## src/hdl/gba_pkg.sv

```systemverilog
package gba_pkg;

  localparam int GROUPS  = 8;
  localparam int GRP_W   = $clog2(GROUPS);
  localparam int GCNT_W  = $clog2(GROUPS + 1);
  localparam int BPG_MAX = 8192;
  localparam int IPG_MAX = 2048;
  localparam int WORD    = 32;
  localparam int BIT_W   = $clog2(WORD);
  localparam int BWPG    = BPG_MAX / WORD;
  localparam int IWPG    = IPG_MAX / WORD;
  localparam int BW_W    = $clog2(BWPG);
  localparam int IW_W    = $clog2(IWPG);
  localparam int BWORDS  = GROUPS * BWPG;
  localparam int IWORDS  = GROUPS * IWPG;
  localparam int BADDR_W = GRP_W + BW_W;
  localparam int IADDR_W = GRP_W + IW_W;
  localparam int BLEN_W  = 14;
  localparam int ILEN_W  = 12;
  localparam int NUM_W   = 17;
  localparam int CFG_W   = 14;
  localparam int FIRST_FREE_INODE = 11;
  localparam int START_W = 4;

  typedef enum logic [1:0] {
    CMD_ALLOC_BLOCK = 2'd0,
    CMD_FREE_BLOCK  = 2'd1,
    CMD_ALLOC_INODE = 2'd2,
    CMD_FREE_INODE  = 2'd3
  } cmd_e;

  typedef enum logic [1:0] {
    STS_OK     = 2'd0,
    STS_NOFREE = 2'd1,
    STS_RANGE  = 2'd2,
    STS_DOUBLE = 2'd3
  } status_e;

  typedef enum logic [1:0] {
    REG_GROUP_COUNT = 2'd0,
    REG_BLOCK_OFFSET = 2'd1,
    REG_BLOCKS_PER_GROUP = 2'd2,
    REG_INODES_PER_GROUP = 2'd3
  } reg_e;

endpackage

```

## src/hdl/gba_word_scan.sv

```systemverilog
module gba_word_scan (
  input  logic [gba_pkg::WORD-1:0]    word_i,
  input  logic [gba_pkg::BLEN_W-1:0]  base_i,
  input  logic [gba_pkg::BLEN_W-1:0]  len_i,
  input  logic [gba_pkg::START_W-1:0] start_i,
  output logic                        found_o,
  output logic [gba_pkg::BIT_W-1:0]   bit_o
);
  import gba_pkg::*;

  logic [WORD-1:0]   free_b;
  logic [BLEN_W-1:0] pos;

  always_comb begin
    pos = '0;
    for (int b = 0; b < WORD; b++) begin
      pos = base_i + BLEN_W'(b);
      free_b[b] = !word_i[b] && (pos < len_i) && (pos >= BLEN_W'(start_i));
    end
  end

  always_comb begin
    bit_o = '0;
    for (int b = WORD - 1; b >= 0; b--) begin
      if (free_b[b]) begin
        bit_o = BIT_W'(b);
      end
    end
  end

  assign found_o = |free_b;

endmodule

```

## config.mk

```make
export PLATFORM = sky130hd
export DESIGN_NAME = gba_word_scan
export DESIGN_NICKNAME = d
export VERILOG_FILES = /design/src/hdl/gba_pkg.sv /design/src/hdl/gba_word_scan.sv
export SDC_FILE = /design/constraint.sdc
export NUM_CORES = 1
export LEC_CHECK = 0
export BUFFER_PORTS_ARGS = -buffer_cell sky130_fd_sc_hd__buf_2
export CORE_AREA = 5 5 187 189
export DETAILED_ROUTE_END_ITERATION = 8
export DIE_AREA = 0 0 192 194
export PLACE_DENSITY = 0.69
export SLEW_MARGIN = 20
export SYNTH_ARGS = -nofsm -noshare
export SYNTH_HDL_FRONTEND = slang
export SYNTH_SLANG_ARGS = --single-unit
```

## constraint.sdc

```tcl
create_clock -name vclk -period 4.6
set_clock_uncertainty 0.05 [all_clocks]
set_input_delay 0.46 -clock vclk [all_inputs]
set_output_delay 0.46 -clock vclk [all_outputs]
set_load 0.03 [all_outputs]
```

# [Word-level counts from Yosys, hierarchy flattened]
# Index checks and enable logic that the tools add are counted.
[totals] reg_bits=0 input_bits=64 output_inout_bits=6
[op_classes] addsub=31 magnitude_cmp=64 muxes=32 reduce_logical=97
[ops] op="14-bit by 4-bit >= comparator with 1-bit output" n=32
[ops] op="14-bit less-than comparator" n=32
[ops] op="14-bit by 5-bit adder with 14-bit output (second input constant)" n=16
[ops] op="5-bit two-way mux" n=32
[ops] op="14-bit by 4-bit adder with 14-bit output (second input constant)" n=8
[ops] op="1-bit logical AND" n=64
[ops] op="14-bit by 3-bit adder with 14-bit output (second input constant)" n=4
[ops] op="1-bit logical NOT" n=32
[ops] op="32-bit OR reduction" n=1
[ops] op="14-bit by 2-bit adder with 14-bit output (second input constant)" n=2
[ops] op="14-bit by 1-bit adder with 14-bit output (second input constant)" n=1

# [Logic depth before layout (Yosys ltp)]
[depth] word_depth=36 depth_mapped=20

# [Worst setup path after synthesis]
# Ideal clock, no wire load.
[synth_timing] path_kind="input port to output port" from="in base_i[4] (netlist bit)" to="out bit_o[2] (netlist bit)" arrival_ps=4740 required_time_ps=4090 path_slack_ps=-650 cell_stages=18 path_cell_list="clkinv_1 > buf_1 > ha_1 > buf_2 > o211ai_1 > clkbuf_1 > nor2_1 > xnor2_1 > ha_1 > a21o_1 > a2111oi_0 > a21oi_1 > a2111oi_0 > o31a_1 > or2_2 > a211oi_1 > or4_1 > a31oi_1"
[synth_via] elab_chain_cells=36 word_cells_on_any_way=191 classes_between="31 x add/sub; 64 x order compare; 32 x mux; 64 x reduce/logical"
[synth_rtl] element="start, declared" line="gba_word_scan.sv:3" rtl="input logic [gba_pkg::BLEN_W-1:0] base_i,"
[synth_rtl] element="14-bit by 5-bit adder with 14-bit output" line="gba_word_scan.sv:17" rtl="pos = base_i + BLEN_W'(b);"
[synth_rtl] element="14-bit less-than comparator" line="gba_word_scan.sv:18" rtl="free_b[b] = !word_i[b] && (pos < len_i) && (pos >= BLEN_W'(start_i));"
[synth_rtl] element="1-bit logical AND (2 in a row)" line="gba_word_scan.sv:18"
[synth_rtl] element="5-bit two-way mux (31 in a row)" line="gba_word_scan.sv:25" rtl="if (free_b[b]) begin"
[synth_rtl] element="5-bit two-way mux *" line="gba_word_scan.sv:25"
[synth_rtl] element="end, declared" line="gba_word_scan.sv:7" rtl="output logic [gba_pkg::BIT_W-1:0] bit_o"
# Mark *: on every way between the ends. The rest lies on a longest branch, timed or not.

# [Worst setup path in the final report]
[layout_timing] from="in base_i[2] (netlist bit)" to="out bit_o[2] (netlist bit)"
# Same word-level chain as after synthesis.

==> report_table.html <==
<table>
<tr><th>Metric</th><th>Value</th></tr>
<tr><th colspan="2">Outcome</th></tr>
<tr><td>Outcome</td><td>complete, but fails checks</td></tr>
<tr><td>Violated checks</td><td>negative setup slack</td></tr>
<tr><th colspan="2">Synth</th></tr>
<tr><td>YS warnings</td><td>0</td></tr>
<tr><td>Count of cell types in the netlist</td><td>95</td></tr>
<tr><td>Synthesized instance count</td><td>2219</td></tr>
<tr><td>Post-Syn Area</td><td>16310 um2</td></tr>
<tr><td>Fraction of synthesized cell area taken by the top area cell type</td><td>0.3068</td></tr>
<tr><td>Post-Synthesis Mean Instance Area</td><td>7.352 um2</td></tr>
<tr><td>Sequential fraction of the synthesis area</td><td>0</td></tr>
<tr><td>Top cells by area in the synthesized netlist</td><td>sky130_fd_sc_hd__ha_1, sky130_fd_sc_hd__xnor2_1, sky130_fd_sc_hd__nor2_1</td></tr>
<tr><td>Most area-hungry cell type in the Yosys netlist</td><td>sky130_fd_sc_hd__ha_1</td></tr>
<tr><td>Dominant cell by count in the synthesized netlist</td><td>sky130_fd_sc_hd__ha_1</td></tr>
<tr><td>Post-synthesis net count</td><td>2683</td></tr>
<tr><td>Top cells by instance count after synthesis</td><td>sky130_fd_sc_hd__ha_1, sky130_fd_sc_hd__xnor2_1, sky130_fd_sc_hd__nor2_1</td></tr>
<tr><th colspan="2">Timing</th></tr>
<tr><td>Slew at the pin closest to its max-slew limit</td><td>0.8887 ns</td></tr>
<tr><td>Final hold violation count</td><td>0</td></tr>
<tr><td>Part of the cycle the worst path needs</td><td>1.023</td></tr>
<tr><td>Setup repair after global routing missed its margin</td><td>yes</td></tr>
<tr><td>Fin. max-slew vios</td><td>0</td></tr>
<tr><td>Period minus WS final</td><td>4.705 ns</td></tr>
<tr><td>Timing-limited maximum frequency</td><td>212.5 MHz</td></tr>
<tr><td>Worst-case hold slack</td><td>1.603 ns</td></tr>
<tr><td>Slew HR</td><td>0.4069</td></tr>
<tr><td>Final Setup Violations</td><td>3</td></tr>
<tr><td>Final setup slack of the worst path</td><td>-0.1048 ns</td></tr>
<tr><th colspan="2">Layout</th></tr>
<tr><td>Area occupied by registers</td><td>0 um2</td></tr>
<tr><td>Area of all placed cells without fillers</td><td>22670 um2</td></tr>
<tr><td>Area growth from synthesis to final layout</td><td>38.96%</td></tr>
<tr><td>Clock tree buffer count of the final layout</td><td>0</td></tr>
<tr><td>Net total in the final layout</td><td>3236</td></tr>
<tr><td>Share of post-route cells with drive strength above 1</td><td>0.3152</td></tr>
<tr><td>Count of filler cells inserted in the layout</td><td>2839</td></tr>
<tr><td>Number of inserted diodes</td><td>0</td></tr>
<tr><td>Sequential cells</td><td>0</td></tr>
<tr><th colspan="2">Floorplan</th></tr>
<tr><td>X dimension of the die</td><td>192 um</td></tr>
<tr><td>Starting utilization of the core area</td><td>0.4927</td></tr>
<tr><td>Die extent in y</td><td>194 um</td></tr>
<tr><td>Die Footprint</td><td>37250 um2</td></tr>
<tr><td>Number of placement rows</td><td>67</td></tr>
<tr><td>Ports placed on the boundary</td><td>70</td></tr>
<tr><td>Area of the core region</td><td>33110 um2</td></tr>
<tr><th colspan="2">Placement</th></tr>
<tr><td>Setup slack at placement</td><td>-0.5599 ns</td></tr>
<tr><td>Count of buffers from port buffering</td><td>70</td></tr>
<tr><td>Routability-driven placement congestion ratio</td><td>1.134</td></tr>
<tr><td>Final HPWL DP</td><td>72.57 mm</td></tr>
<tr><td>Area of placed instances</td><td>21150 um2</td></tr>
<tr><th colspan="2">Setup path</th></tr>
<tr><td>Critical Path End Type</td><td>primary output</td></tr>
<tr><td>Series of cell instances along the critical path</td><td>buf_12, inv_2, buf_6, ha_4, buf_4, a21boi_4, buf_4, buf_4, o21ai_1, nand2_1, xnor2_2, ha_1, a21o_1, a211oi_2, o31ai_1, a41oi_1, a22oi_2, buf_4, nand2_2, a211oi_4, or4_4, a31oi_4, buf_6</td></tr>
<tr><td>Data arrival at the endpoint of the critical path</td><td>4.19 ns</td></tr>
<tr><td>Startpoint Class</td><td>primary input</td></tr>
<tr><td>Required time of the critical path</td><td>4.09 ns</td></tr>
<tr><td>Cell with the most instances on the worst path</td><td>sky130_fd_sc_hd__buf_4</td></tr>
<tr><td>Slowest library cell on the worst path</td><td>sky130_fd_sc_hd__or4_4</td></tr>
<tr><td>Maximum fanout along the worst path</td><td>5</td></tr>
<tr><td>Classification of the worst setup path</td><td>in -&gt; out</td></tr>
<tr><td>Delay of the slowest cell on the worst path</td><td>0.44 ns</td></tr>
<tr><td>Critical path startpoint</td><td>base_i[2]</td></tr>
<tr><th colspan="2">Power and ir drop</th></tr>
<tr><td>Gate power share</td><td>1.000</td></tr>
<tr><td>Power density normalized to cell area</td><td>123.7 nW/um2</td></tr>
<tr><td>Portion of total power attributed to the clock network</td><td>0</td></tr>
<tr><td>Part of the total power dissipated in sequential elements</td><td>0</td></tr>
<tr><td>Internal Dissipation</td><td>1.214 mW</td></tr>
<tr><td>Leak Pwr</td><td>10.50 nW</td></tr>
<tr><td>Switching power</td><td>1.590 mW</td></tr>
<tr><td>Switching power as a share of total power</td><td>0.5670</td></tr>
<tr><td>Worst vdd rail ir drop</td><td>98.55 uV</td></tr>
<tr><th colspan="2">Global routing</th></tr>
<tr><td>Congestion Overflow GR</td><td>0</td></tr>
<tr><td>Largest net degree at the start of global routing</td><td>33</td></tr>
<tr><td>Global-route total usage across every layer</td><td>0.4623</td></tr>
<tr><td>Initial antenna violation count</td><td>0</td></tr>
<tr><td>Via count of the first global-routing pass</td><td>20845</td></tr>
<tr><td>First-pass GRT wire length</td><td>130.6 mm</td></tr>
<tr><th colspan="2">Routing</th></tr>
<tr><td>Total wire length after detailed routing</td><td>90.91 mm</td></tr>
<tr><td>First-pass DRT Iterations</td><td>6</td></tr>
<tr><td>Via Count</td><td>21295</td></tr>
<tr><td>Remaining design rule violation count</td><td>0</td></tr>
<tr><td>Number of vias per cell after detailed routing</td><td>6.617</td></tr>
<tr><td>Wirelength per Cell</td><td>28.25 um</td></tr>
<tr><td>Final antenna-violating net count</td><td>0</td></tr>
<tr><td>DRC marker count from the first detailed-route iteration</td><td>2775</td></tr>
<tr><th colspan="2">Worst hold path</th></tr>
<tr><td>Min-delay src</td><td>word_i[9]</td></tr>
<tr><td>Min-delay worst type</td><td>in -&gt; out</td></tr>
<tr><td>WHS Path Cells</td><td>7</td></tr>
<tr><th colspan="2">CTS</th></tr>
<tr><td>Number of hold buffers added after CTS</td><td>0</td></tr>
<tr><th colspan="2">Flow run</th></tr>
<tr><td>Number of max-capacitance violations reported</td><td>0</td></tr>
</table>
[final timing paths]
| path | slack [ns] | end |
|---|---|---|
| worst min-delay path | 1.60 | bit_o[0] |
| worst max-delay path | -0.10 | bit_o[2] |
[cell families (layout without fill, tap and decap cells)]
family | Yosys count | count (layout) | synth area share
multiplexers | 32 | 32 | 0.02017
adder cells (fa/ha/maj) | 400 | 400 | 0.3068
AO/OA/AOI/OAI | 589 | 589 | 0.2459
buffers and inverters | 196 | 747 | 0.05622
XOR/XNOR | 305 | 305 | 0.1637
AND/OR/NAND/NOR | 697 | 697 | 0.2072
[routing by layer]
metal	wire length, um	part of all wire	global-route usage	vias to the layer above
met5	0	0	0	-
met4	8779	0.097	0.3397	0
met3	10850	0.12	0.09291	518
met2	37390	0.41	0.6949	1547
met1	33900	0.37	0.5807	9947
li1	-	-	-	9283
[critical path: cells and delay by family]
kind | cells | cell delay [ns]
buffers and inverters | 8 | 1.01
adder cells (fa/ha/maj) | 2 | 0.34
AO/OA/AOI/OAI | 9 | 1.59
XOR/XNOR | 1 | 0.16
AND/OR/NAND/NOR | 3 | 0.63
[final cells by class]
cell class | count | area (um2) | area share
multi-input combinational | 2023 | 16480 | 0.7271
timing repair buffer | 666 | 5315 | 0.2345
tap | 448 | 560.5 | 0.02473
inverter | 81 | 310.3 | 0.01369
[metrics by stage]
| stage | TNS, ns | power, mW | instances | util |
|---|---|---|---|---|
| finish | -0.1384 | 2.805 | 3218 | 0.6846 |
| global route | -0.5153 | 2.958 | 3218 | 0.6846 |
| CTS | -0.02370 | 2.593 | 3199 | 0.6642 |
| detailed placement | -2.839 | 2.464 | 3180 | 0.6387 |
| global placement | -2.596 | 2.393 | 3180 | 0.6387 |
| floorplan | -0.1038 | 1.333 | 2219 | - |
[placed cells by master (no fill, tap or decap), types with 16 or more instances in the layout]
cell type,count
sky130_fd_sc_hd__o21ai_1,16
sky130_fd_sc_hd__nand3_1,69
sky130_fd_sc_hd__inv_1,72
sky130_fd_sc_hd__o211ai_1,21
sky130_fd_sc_hd__nor3_1,50
sky130_fd_sc_hd__a31oi_1,23
sky130_fd_sc_hd__nand2b_1,19
sky130_fd_sc_hd__a211oi_1,29
sky130_fd_sc_hd__nor2_2,18
sky130_fd_sc_hd__a211o_1,17
sky130_fd_sc_hd__xor2_1,49
sky130_fd_sc_hd__a21o_1,83
sky130_fd_sc_hd__mux2i_1,25
sky130_fd_sc_hd__nand4_1,50
sky130_fd_sc_hd__nor2b_1,23
sky130_fd_sc_hd__nor2_1,204
sky130_fd_sc_hd__a21oi_2,23
sky130_fd_sc_hd__buf_2,60
sky130_fd_sc_hd__ha_1,377
sky130_fd_sc_hd__buf_4,546
sky130_fd_sc_hd__buf_6,30
sky130_fd_sc_hd__a21oi_1,110
sky130_fd_sc_hd__o2111ai_1,17
sky130_fd_sc_hd__nand2_1,148
sky130_fd_sc_hd__buf_12,27
sky130_fd_sc_hd__xnor2_1,239
sky130_fd_sc_hd__o21ai_0,73
[power by group through the flow]
stage,combinational [mW],sequential (mW),clock [mW]
after global placement,2.39,0,0
after detailed placement,2.46,0,0
after global routing,2.96,0,0
after CTS,2.59,0,0
final,2.80,0,0
after floorplan,1.33,0,0
[timing repair]
| item | CTS | global route |
|---|---|---|
| setup buffers | 18 | 19 |
| pin swaps | 67 | 70 |
| setup endpoints to repair | 6 | 6 |
| gates resized for setup | 165 | 118 |
| cloned | 1 | 0 |
No activity file was read; power rests on OpenSTA's default activity.
